==> src/hw/rtl/nirt_pkg.sv <==
// Shared types and constants for the NEC-style IR frame transmitter.
// No dependencies; used by every module under hw/rtl.
`default_nettype none

package nirt_pkg;

  typedef enum logic [2:0] {
    PH_IDLE       = 3'd0,
    PH_LEAD_PULSE = 3'd1,
    PH_LEAD_SPACE = 3'd2,
    PH_BIT_PULSE  = 3'd3,
    PH_BIT_SPACE  = 3'd4,
    PH_STOP_PULSE = 3'd5
  } phase_t;

  typedef enum logic [1:0] {
    CFG_LEADER_PULSE = 2'd0,
    CFG_LEADER_SPACE = 2'd1,
    CFG_STOP_PULSE   = 2'd2,
    CFG_CARRIER_HALF = 2'd3
  } cfg_idx_t;

  localparam logic [15:0] BIT_PULSE_TICKS  = 16'd560;
  localparam logic [15:0] ONE_SPACE_TICKS  = 16'd1690;
  localparam logic [15:0] ZERO_SPACE_TICKS = 16'd560;
  localparam logic [5:0]  FRAME_BITS       = 6'd32;

  localparam logic [15:0] LEADER_PULSE_RST = 16'd9000;
  localparam logic [15:0] LEADER_SPACE_RST = 16'd4500;
  localparam logic [15:0] STOP_PULSE_RST   = 16'd560;
  localparam logic [7:0]  CARRIER_HALF_RST = 8'd12;

  typedef struct packed {
    logic [15:0] leader_pulse_ticks;
    logic [15:0] leader_space_ticks;
    logic [15:0] stop_pulse_ticks;
    logic [7:0]  carrier_half_ticks;
  } cfg_t;

  typedef struct packed {
    logic ir_level;
    logic busy_res;
    logic frame_done;
    logic start_rejected;
  } result_t;

endpackage

`default_nettype wire

==> src/hw/rtl/nirt_core.sv <==
// Frame sequencer: phase, shift word, bit and segment counters, carrier.
// Depends on nirt_pkg; one state update and one result per accepted item.
`default_nettype none

module nirt_core (
  input  wire                    clk,
  input  wire                    rst_n,
  input  wire                    item_fire,
  input  wire                    item_cmd,
  input  wire  [15:0]            item_address_word,
  input  wire  [15:0]            item_command_code,
  input  nirt_pkg::cfg_t         cfg,
  output nirt_pkg::result_t      res
);

  nirt_pkg::phase_t phase_r, phase_nxt, ent_ph;
  logic [31:0] shift_r, shift_nxt;
  logic [5:0]  bits_left_r, bits_left_nxt, bits_dec;
  logic [15:0] seg_r, seg_nxt, seg_dec, seg_len;
  logic [7:0]  car_cnt_r, car_cnt_nxt, car_dec, half;
  logic        car_lvl_r, car_lvl_nxt;
  logic        enter;

  always_comb begin
    res           = '0;
    phase_nxt     = phase_r;
    shift_nxt     = shift_r;
    bits_left_nxt = bits_left_r;
    seg_nxt       = seg_r;
    car_cnt_nxt   = car_cnt_r;
    car_lvl_nxt   = car_lvl_r;
    enter         = 1'b0;
    ent_ph        = nirt_pkg::PH_IDLE;
    seg_len       = 16'd0;
    seg_dec       = seg_r - 16'd1;
    car_dec       = car_cnt_r - 8'd1;
    bits_dec      = bits_left_r - 6'd1;
    half          = (cfg.carrier_half_ticks == 8'd0) ? 8'd1 : cfg.carrier_half_ticks;

    if (item_cmd) begin
      res.busy_res = 1'b1;
      if (phase_r != nirt_pkg::PH_IDLE) begin
        res.start_rejected = 1'b1;
      end else begin
        shift_nxt     = {item_address_word, item_command_code};
        bits_left_nxt = nirt_pkg::FRAME_BITS;
        enter         = 1'b1;
        if (cfg.leader_pulse_ticks != 16'd0) begin
          ent_ph = nirt_pkg::PH_LEAD_PULSE;
        end else if (cfg.leader_space_ticks != 16'd0) begin
          ent_ph = nirt_pkg::PH_LEAD_SPACE;
        end else begin
          ent_ph = nirt_pkg::PH_BIT_PULSE;
        end
      end
    end else if (phase_r != nirt_pkg::PH_IDLE) begin
      res.busy_res = 1'b1;
      if (phase_r inside {nirt_pkg::PH_LEAD_PULSE, nirt_pkg::PH_BIT_PULSE,
                          nirt_pkg::PH_STOP_PULSE}) begin
        res.ir_level = car_lvl_r;
        if (car_dec == 8'd0) begin
          car_lvl_nxt = ~car_lvl_r;
          car_cnt_nxt = half;
        end else begin
          car_cnt_nxt = car_dec;
        end
      end
      seg_nxt = seg_dec;
      if (seg_dec == 16'd0) begin
        enter = 1'b1;
        case (phase_r)
          nirt_pkg::PH_LEAD_PULSE: begin
            ent_ph = (cfg.leader_space_ticks != 16'd0) ? nirt_pkg::PH_LEAD_SPACE
                                                       : nirt_pkg::PH_BIT_PULSE;
          end
          nirt_pkg::PH_LEAD_SPACE: ent_ph = nirt_pkg::PH_BIT_PULSE;
          nirt_pkg::PH_BIT_PULSE:  ent_ph = nirt_pkg::PH_BIT_SPACE;
          nirt_pkg::PH_BIT_SPACE: begin
            shift_nxt     = {shift_r[30:0], 1'b0};
            bits_left_nxt = bits_dec;
            if (bits_dec != 6'd0) begin
              ent_ph = nirt_pkg::PH_BIT_PULSE;
            end else if (cfg.stop_pulse_ticks != 16'd0) begin
              ent_ph = nirt_pkg::PH_STOP_PULSE;
            end else begin
              ent_ph = nirt_pkg::PH_IDLE;
            end
          end
          default: ent_ph = nirt_pkg::PH_IDLE;
        endcase
        res.frame_done = (ent_ph == nirt_pkg::PH_IDLE);
      end
    end

    if (enter) begin
      case (ent_ph)
        nirt_pkg::PH_LEAD_PULSE: seg_len = cfg.leader_pulse_ticks;
        nirt_pkg::PH_LEAD_SPACE: seg_len = cfg.leader_space_ticks;
        nirt_pkg::PH_BIT_PULSE:  seg_len = nirt_pkg::BIT_PULSE_TICKS;
        nirt_pkg::PH_BIT_SPACE: begin
          seg_len = shift_nxt[31] ? nirt_pkg::ONE_SPACE_TICKS : nirt_pkg::ZERO_SPACE_TICKS;
        end
        nirt_pkg::PH_STOP_PULSE: seg_len = cfg.stop_pulse_ticks;
        default:                 seg_len = 16'd0;
      endcase
      phase_nxt = ent_ph;
      seg_nxt   = seg_len;
      if (ent_ph inside {nirt_pkg::PH_LEAD_PULSE, nirt_pkg::PH_BIT_PULSE,
                         nirt_pkg::PH_STOP_PULSE}) begin
        car_lvl_nxt = 1'b1;
        car_cnt_nxt = half;
      end else begin
        car_lvl_nxt = 1'b0;
        car_cnt_nxt = 8'd0;
      end
    end
  end

  always_ff @(posedge clk) begin
    if (!rst_n) begin
      phase_r     <= nirt_pkg::PH_IDLE;
      shift_r     <= '0;
      bits_left_r <= '0;
      seg_r       <= '0;
      car_cnt_r   <= '0;
      car_lvl_r   <= 1'b0;
    end else if (item_fire) begin
      phase_r     <= phase_nxt;
      shift_r     <= shift_nxt;
      bits_left_r <= bits_left_nxt;
      seg_r       <= seg_nxt;
      car_cnt_r   <= car_cnt_nxt;
      car_lvl_r   <= car_lvl_nxt;
    end
  end

  a_idle_quiet: assert property (@(posedge clk) disable iff (!rst_n)
    (phase_r == nirt_pkg::PH_IDLE) |-> (seg_r == 16'd0 && car_lvl_r == 1'b0 &&
                                        car_cnt_r == 8'd0))
    else $error("idle with live counters");

  a_busy_seg: assert property (@(posedge clk) disable iff (!rst_n)
    (phase_r != nirt_pkg::PH_IDLE) |-> (seg_r != 16'd0))
    else $error("active segment with zero count");

  a_space_dark: assert property (@(posedge clk) disable iff (!rst_n)
    (phase_r == nirt_pkg::PH_LEAD_SPACE || phase_r == nirt_pkg::PH_BIT_SPACE)
    |-> (car_lvl_r == 1'b0 && car_cnt_r == 8'd0))
    else $error("carrier running in a space");

  a_burst_cnt: assert property (@(posedge clk) disable iff (!rst_n)
    (phase_r == nirt_pkg::PH_LEAD_PULSE || phase_r == nirt_pkg::PH_BIT_PULSE ||
     phase_r == nirt_pkg::PH_STOP_PULSE) |-> (car_cnt_r != 8'd0))
    else $error("burst with zero carrier count");

  a_bits: assert property (@(posedge clk) disable iff (!rst_n)
    (phase_r == nirt_pkg::PH_BIT_PULSE || phase_r == nirt_pkg::PH_BIT_SPACE)
    |-> (bits_left_r != 6'd0 && bits_left_r <= nirt_pkg::FRAME_BITS))
    else $error("bit phase with bad bit count");

endmodule

`default_nettype wire

==> src/hw/rtl/nirt_out_skid.sv <==
// Result register with one skid entry between the sequencer and out_ channel.
// Depends on nirt_pkg for the result type.
`default_nettype none

module nirt_out_skid (
  input  wire                    clk,
  input  wire                    rst_n,
  input  wire                    push,
  input  nirt_pkg::result_t      push_data,
  output logic                   full,
  output logic                   out_valid,
  input  wire                    out_stall,
  output nirt_pkg::result_t      out_data
);

  logic              out_valid_r, skid_valid_r;
  nirt_pkg::result_t out_data_r, skid_data_r;
  logic              out_open;

  assign out_open  = !out_valid_r || !out_stall;
  assign full      = skid_valid_r;
  assign out_valid = out_valid_r;
  assign out_data  = out_data_r;

  always_ff @(posedge clk) begin
    if (!rst_n) begin
      out_valid_r  <= 1'b0;
      skid_valid_r <= 1'b0;
    end else if (out_open) begin
      if (skid_valid_r) begin
        out_valid_r  <= 1'b1;
        skid_valid_r <= 1'b0;
      end else begin
        out_valid_r  <= push;
      end
    end else if (push) begin
      skid_valid_r <= 1'b1;
    end
  end

  always_ff @(posedge clk) begin
    if (out_open) begin
      out_data_r <= skid_valid_r ? skid_data_r : push_data;
    end else if (push) begin
      skid_data_r <= push_data;
    end
  end

endmodule

`default_nettype wire

==> src/hw/rtl/nec_ir_frame_transmitter.sv <==
// NEC-style IR frame transmitter, one result per tick or start item.
// Takes one item every clock while in_stall is low; in_stall rises only while
// a result sits in the skid entry because out_stall held the output register.
// Results reach out_ via the output register or the skid entry. Registers
// reset to leader burst 9000, leader space 4500, stop burst 560 and carrier
// half period 12 ticks; cfg_ready is always high.
// Depends on nirt_pkg, nirt_core and nirt_out_skid.
`default_nettype none

module nec_ir_frame_transmitter (
  input  wire         clk,
  input  wire         rst_n,
  input  wire         in_valid,
  output logic        in_stall,
  input  wire         in_cmd,
  input  wire  [15:0] in_address_word,
  input  wire  [15:0] in_command_code,
  output logic        out_valid,
  input  wire         out_stall,
  output logic        out_ir_level,
  output logic        out_busy_res,
  output logic        out_frame_done,
  output logic        out_start_rejected,
  input  wire         cfg_valid,
  output logic        cfg_ready,
  input  wire  [1:0]  cfg_index,
  input  wire  [15:0] cfg_data
);

  nirt_pkg::cfg_t    cfg_r;
  nirt_pkg::result_t res, out_res;
  logic              full, in_fire;

  assign cfg_ready = 1'b1;
  assign in_stall  = full;
  assign in_fire   = in_valid && !full;

  always_ff @(posedge clk) begin
    if (!rst_n) begin
      cfg_r.leader_pulse_ticks <= nirt_pkg::LEADER_PULSE_RST;
      cfg_r.leader_space_ticks <= nirt_pkg::LEADER_SPACE_RST;
      cfg_r.stop_pulse_ticks   <= nirt_pkg::STOP_PULSE_RST;
      cfg_r.carrier_half_ticks <= nirt_pkg::CARRIER_HALF_RST;
    end else if (cfg_valid && cfg_ready) begin
      case (nirt_pkg::cfg_idx_t'(cfg_index))
        nirt_pkg::CFG_LEADER_PULSE: cfg_r.leader_pulse_ticks <= cfg_data;
        nirt_pkg::CFG_LEADER_SPACE: cfg_r.leader_space_ticks <= cfg_data;
        nirt_pkg::CFG_STOP_PULSE:   cfg_r.stop_pulse_ticks   <= cfg_data;
        nirt_pkg::CFG_CARRIER_HALF: cfg_r.carrier_half_ticks <= cfg_data[7:0];
        default: ;
      endcase
    end
  end

  nirt_core u_core (
    .clk               (clk),
    .rst_n             (rst_n),
    .item_fire         (in_fire),
    .item_cmd          (in_cmd),
    .item_address_word (in_address_word),
    .item_command_code (in_command_code),
    .cfg               (cfg_r),
    .res               (res)
  );

  nirt_out_skid u_out (
    .clk       (clk),
    .rst_n     (rst_n),
    .push      (in_fire),
    .push_data (res),
    .full      (full),
    .out_valid (out_valid),
    .out_stall (out_stall),
    .out_data  (out_res)
  );

  assign out_ir_level       = out_res.ir_level;
  assign out_busy_res       = out_res.busy_res;
  assign out_frame_done     = out_res.frame_done;
  assign out_start_rejected = out_res.start_rejected;

endmodule

`default_nettype wire

==> config.mk <==
export PLATFORM = sky130hd
export DESIGN_NAME = nec_ir_frame_transmitter
export DESIGN_NICKNAME = d
export VERILOG_FILES = /design/src/hw/rtl/nirt_pkg.sv /design/src/hw/rtl/nirt_core.sv /design/src/hw/rtl/nirt_out_skid.sv /design/src/hw/rtl/nec_ir_frame_transmitter.sv
export SDC_FILE = /design/constraint.sdc
export NUM_CORES = 1
export LEC_CHECK = 0
export BUFFER_PORTS_ARGS = -buffer_cell sky130_fd_sc_hd__buf_2
export CAP_MARGIN = 0
export CELL_PAD_IN_SITES_DETAIL_PLACEMENT = 1
export CELL_PAD_IN_SITES_GLOBAL_PLACEMENT = 2
export CORE_MARGIN = 5
export CORE_UTILIZATION = 38
export DETAILED_ROUTE_END_ITERATION = 7
export PLACE_DENSITY_LB_ADDON = 0.1
export SLEW_MARGIN = 0
export SYNTH_ARGS = -nofsm -noshare
export SYNTH_HDL_FRONTEND = slang
export SYNTH_SLANG_ARGS = --single-unit
==> constraint.sdc <==
create_clock -name clk -period 8 [get_ports clk]
set_input_delay 0.4 -clock clk [delete_from_list [all_inputs] [get_ports clk]]
set_output_delay 0.4 -clock clk [all_outputs]
set_load 0.01 [all_outputs]
Word level (Yosys, flattened, before mapping) --
Cells that the tools add are included.
Storage, ports and cells: word-level logic and storage cells 130, output and inout bits 7, register bits 132, bits of input ports 56
Cells by class: mux-type cells 54, reductions and logical operators 34, add/sub/neg operators 3, eq/ne operators 15, bitwise gates (word level) 3
Operator list (number):
- $mux W32 | 5
- $pmux W16 S5 | 1
- $mux W8 | 7
- $mux W16 | 3
- $reduce_bool A16 Y1 | 3
- $mux W3 | 11
- $mux W6 | 5
- $mux W1 | 19
- $logic_not A16 Y1 | 1
- $logic_not A8 Y1 | 2
- $sub A16 B1 Y16 const B | 1
- $eq A3 B2 Y1 const B | 4
- $eq A3 B3 Y1 const B | 4
- $pmux W3 S4 | 1
- $reduce_and A2 Y1 | 6
- $reduce_bool A2 Y1 | 6
- $mux W11 | 1
- $reduce_and A5 Y1 | 2
- $reduce_bool A3 Y1 | 3
- $sub A8 B1 Y8 const B | 1
- $eq A3 B1 Y1 const B | 2
- $reduce_bool A6 Y1 | 1
- $sub A6 B1 Y6 const B | 1
- $eq A2 B2 Y1 const B | 2
- 13 further kinds | 17

Longest topological paths before layout --
depth in word-level cells 14, depth in mapped cells 14, gate-level depth less buffers 10

Cells and area by module --
A second synthesis with hierarchy kept.
Second synthesis, totals: cell total of the unflattened synthesis 744, area, all modules 6795.3 um2
Modules (own cells, without submodules):
- nirt_core | cells each 505, times used 1, area an instance 4214.0 um2, sequential area each 1321.3 um2
- nec_ir_frame_transmitter | cells each 220, times used 1, area an instance 2222.1 um2, sequential area each 1121.1 um2
- nirt_out_skid | cells each 19, times used 1, area an instance 359.1 um2, sequential area each 280.3 um2

Worst setup path after synthesis --
OpenSTA, ideal clock, no wires.
path kind register to register, start point register u_core.seg_r[1], end point register u_core.seg_r[1], cell stages (with the launch flop) 14, data arrival time 2947 ps, library setup time 143 ps, buffers on the path 3, setup slack 4909 ps, required time 7857 ps, period minus slack after synthesis 3091 ps, cells stage by stage dfxtp_1 > inv_1 > ha_1 > or4b_1 > buf_2 > xnor2_1 > or3_1 > a22oi_1 > buf_2 > a31oi_1 > and2_1 > clkbuf_1 > a221oi_1 > a221oi_2
Between the ends: cells in the longest elaborated chain, start to end 8, elaborated cells on any way between the ends 24, classes of those cells add/sub (1); eq/ne (6); mux (14); reduce/logical (3)
RTL lines:
- start: declaration | line nirt_core.sv:19 | logic [15:0] seg_r, seg_nxt, seg_dec, seg_len;
- start signal: assignment | line nirt_core.sv:131 | seg_r <= seg_nxt;
- $sub A16 B1 Y16 (*) | line nirt_core.sv:35 | seg_dec = seg_r - 16'd1;
- $logic_not A16 Y1 | line nirt_core.sv:69 | if (seg_dec == 16'd0) begin
- $mux W3 / $mux W32 (equally long branches) | line nirt_core.sv:69
- $mux W3 / $mux W32 (equally long branches) | line nirt_core.sv:56 | end else if (phase_r != nirt_pkg::PH_IDLE) begin
- $mux W3 / $mux W32 (equally long branches) | line nirt_core.sv:40 | if (item_cmd) begin
- $eq A3 B3 Y1, or another cell as far along | line nirt_core.sv:96 | case (ent_ph)
- $pmux W16 S5 | line nirt_core.sv:96
- $mux W16 | line nirt_core.sv:95 | if (enter) begin
Mark *: on every way between the ends. The rest lies on a longest branch, timed or not. The select of a mux whose other input is x is not followed. A chain may end at the register's enable or synchronous reset.

Worst setup path in the final report --
start point register u_core.seg_r[0], end point register u_core.seg_r[1]
The elaborated chain is that of the path after synthesis.

==> summary.txt <==
STA
  – Fin crit share: 0.5920
  – Worst slew pin tran: between 1 and 1.5 ns
  – Slew Viols, Final: 0
  – Fin crit period: between 4 and 5 ns
  – Setup TNS: 0 ns
  – Worst slew margin relative to its limit: 0.1980
  – Fin. Hold Viols: 0
  – FMAX: 211.2 MHz
  – Hold WS: roughly 0.23 ns
  – Setup slack after layout: around 3.3 ns
  – Clock Skew: between 0.009 and 0.01 ns
  – Setup-failing EPs final: 0
  – RSZ-0062 raised after global routing: false

Floorplanning
  – DIE AREA: about 20,000 sq um
  – Starting density of the core: 0.3896
  – Die Wd: 140.6 microns
  – # rows: between 40 and 50
  – Ports: 63
  – Die Height: between 100 and 150 microns
  – Core region area: between 15,000 and 20,000 sq um

Final layout
  – # diodes: 0
  – Layout area overhead: 14.99%
  – Final Instance Count excl. Fillers: 1,075
  – Layout cells sized above 1: 0.1404
  – Most frequent cells in the layout: nand2_1, dfxtp_1, a21oi_1
  – Most common cell after layout, fill and taps aside: nand2_1
  – Total of fill cells in the finished design: between 2,000 and 2,500
  – Total Nets Final: around 910

Place
  – # port buffers: just over 60
  – Final HPWL DP: 14,920 microns
  – GPL Wtd Cong: between 0.9 and 1
  – Pre-CTS setup slack: between 3 and 4 ns
  – Placed cell count: 1,043

Clock tree
  – H-Tree Depth: 4
  – CTS Buf Count: 17
  – CTS Hold Bufs: 0
  – Setup bufs post-CTS: 0
  – Clock Latency Late Sink: 0.42 ns
  – CTS clk-pin slew, worst paths: ~0.060 ns
  – CTS Buffer Depth: 2
  – CTS tree: yes
  – Root Buffer: clkbuf_16
  – Post-CTS Resized: 0
  – CTS Sinks: 132

Setup path
  – CP Data Required Time: between 8 and 9 ns
  – CP arrival: around 5 ns
  – CP max-delay cell: and3_1
  – CP max stage delay: approximately 1.1 ns
  – Sequence of cells on the critical path: inv_1 -> ha_1 -> or4b_1 -> xnor2_1 -> or3_1 -> a22oi_1 -> and3_1 -> mux2_4 -> o31a_1 -> a221oi_2
  – Critical path capture point type: register
  – Top delay family on crit path: simple AND/OR/NAND/NOR gates
  – CP Class: reg -> reg
  – Crit-path max FO: 31
  – Buf+Inv Stages, Crit Path: 1
  – Startpoint Class: register

Routing
  – Drt total wl: 21,000 microns
  – Detailed Route Iter0 Violations: around 340
  – Final ANT Viol Nets: 0
  – Vias per inst: a little under 6
  – Wire length per cell: 19.54 microns
  – DRC: 0
  – Drt pass-1 iters: 5
  – Vias: roughly 6,200

Hold path
  – Hold WC Path Type: in -> reg

Yosys
  – Top_reg_cell synth: dfxtp_1
  – Cell Area, Synth: approximately 6500 sq um
  – Mapped Nets: approximately 890
  – FF+latch count, synth: ~130
  – Share of the yosys chip area belonging to registers: 0.4199
  – Mean post-synth cell area: 7.897 sq um
  – Synth unique cells: ~70
  – Number of flops mapped to enable cells by yosys: 8
  – Synth Warn #: 0
  – Post-synth ARST share: 0
  – Syn Inst Count: just over 800

Pwr
  – PwrDens: between 200 and 250 nW/um^2
  – Final total power: 0.001814 W
  – Peak supply drop: around 0.15 mV
  – Leakage: around 2.8 nW

Global routing
  – Number of global-route vias before repair: roughly 6,300
  – First-pass GRT wire length: 33,840 microns
  – Maximum number of pins on one net before global-route repair: 85
  – Initial antenna violation count: 0
  – GRT Total Usage: 0.2113
  – Total gr overflow: 0

Run status
  – Status: finished clean

Run
  – MaxCap Viol Count: 0
layout make-up:
class / instances / area (sq um) / share of cell area
flip-flops and latches: 132 / 2723 / 0.3652
clock inverters: 10 / 120.1 / 0.01611
repair buffers: 68 / 357.8 / 0.04799
multi-input cells: 609 / 3432 / 0.4603
clock buffers: 22 / 495.5 / 0.06645
inverters: 14 / 52.55 / 0.007048
well taps: 220 / 275.3 / 0.03692
final timing paths:
check,start,to,slack (ns),depth (start not counted)
min,cfg_data[8],cfg_r[32],0.23,3
max reg2reg,u_core.seg_r[0],u_core.seg_r[1],3.26,10
min reg2reg,u_core.shift_r[0],u_core.shift_r[0],0.47,2
max,u_core.seg_r[0],u_core.seg_r[1],3.26,10
report_power, final:
| group | leakage (nW) | switching [W] | internal, W |
|---|---|---|---|
| Clock | 0.294 | 0.000304 | 0.000503 |
| Sequential | 1.09 | 0.0000405 | 0.000701 |
| Combinational | 1.44 | 0.000165 | 0.000100 |
synthesized netlist by cell type (all sizes together), types with 5 or more instances:
library cell | count | area [sq um]
and3 | 5 | 31.28
buf | 22 | 118.9
nor3 | 48 | 245.2
edfxtp | 8 | 240.2
o21a | 7 | 52.55
a22o | 7 | 61.31
nand2 | 152 | 570.6
or3 | 6 | 37.54
ha | 8 | 100.1
or4 | 5 | 41.29
a22oi | 5 | 37.54
a21oi | 72 | 360.4
nand4 | 6 | 37.54
a221oi | 38 | 339.1
a31oi | 12 | 75.07
o21ai | 41 | 209.0
nand3 | 24 | 120.1
nor2 | 70 | 262.8
nor4 | 18 | 127.6
xnor2 | 5 | 43.79
nor3b | 6 | 45.04
dfxtp | 124 | 2482
a211oi | 7 | 52.55
xor2 | 14 | 130.1
clkbuf | 44 | 166.4
inv | 14 | 52.55
state kept, by name, summed over array words and instances, names as in the netlist:
name                flops
cfg_r                  56
u_core.bits_left_r      6
u_core.car_cnt_r        8
u_core.car_lvl_r        1
u_core.phase_r          3
u_core.seg_r           16
u_core.shift_r         32
u_out.full              1
u_out.out_data          4
u_out.out_valid         1
u_out.skid_data_r       4
routing by layer:
| layer | share of wire | wire length (microns) | vias up | global-route usage |
|---|---|---|---|---|
| met1 | 0.47 | 9877 | 3079 | 0.2774 |
| met5 | 0 | 0 | - | 0 |
| met4 | 0.016 | 338 | 0 | 0.06374 |
| met3 | 0.028 | 590 | 27 | 0.03725 |
| met2 | 0.49 | 10200 | 95 | 0.3556 |
| li1 | - | - | 2995 | - |
cells by family after synthesis:
logic type	synth area share
mux	0.008876
other cells	0.0005784
xor+xnor	0.02682
simple gates	0.2611
fa+ha+maj	0.01544
buf+inv	0.05210
flops	0.4199
compound gates	0.2152
worst min-delay path, cell delays in order:
cell and delay, ns:
buf_2 0.10, nand2_1 0.05, nand3_1 0.07
metrics by stage:
step,util,area [sq um]
after global routing,0.4480,7456
after floorplan,-,6484
after CTS,0.4480,7456
final,0.4480,7456
after detailed placement,0.4110,6840
after global placement,0.4110,6840
Note: power is estimated with default switching activity, not from simulation.
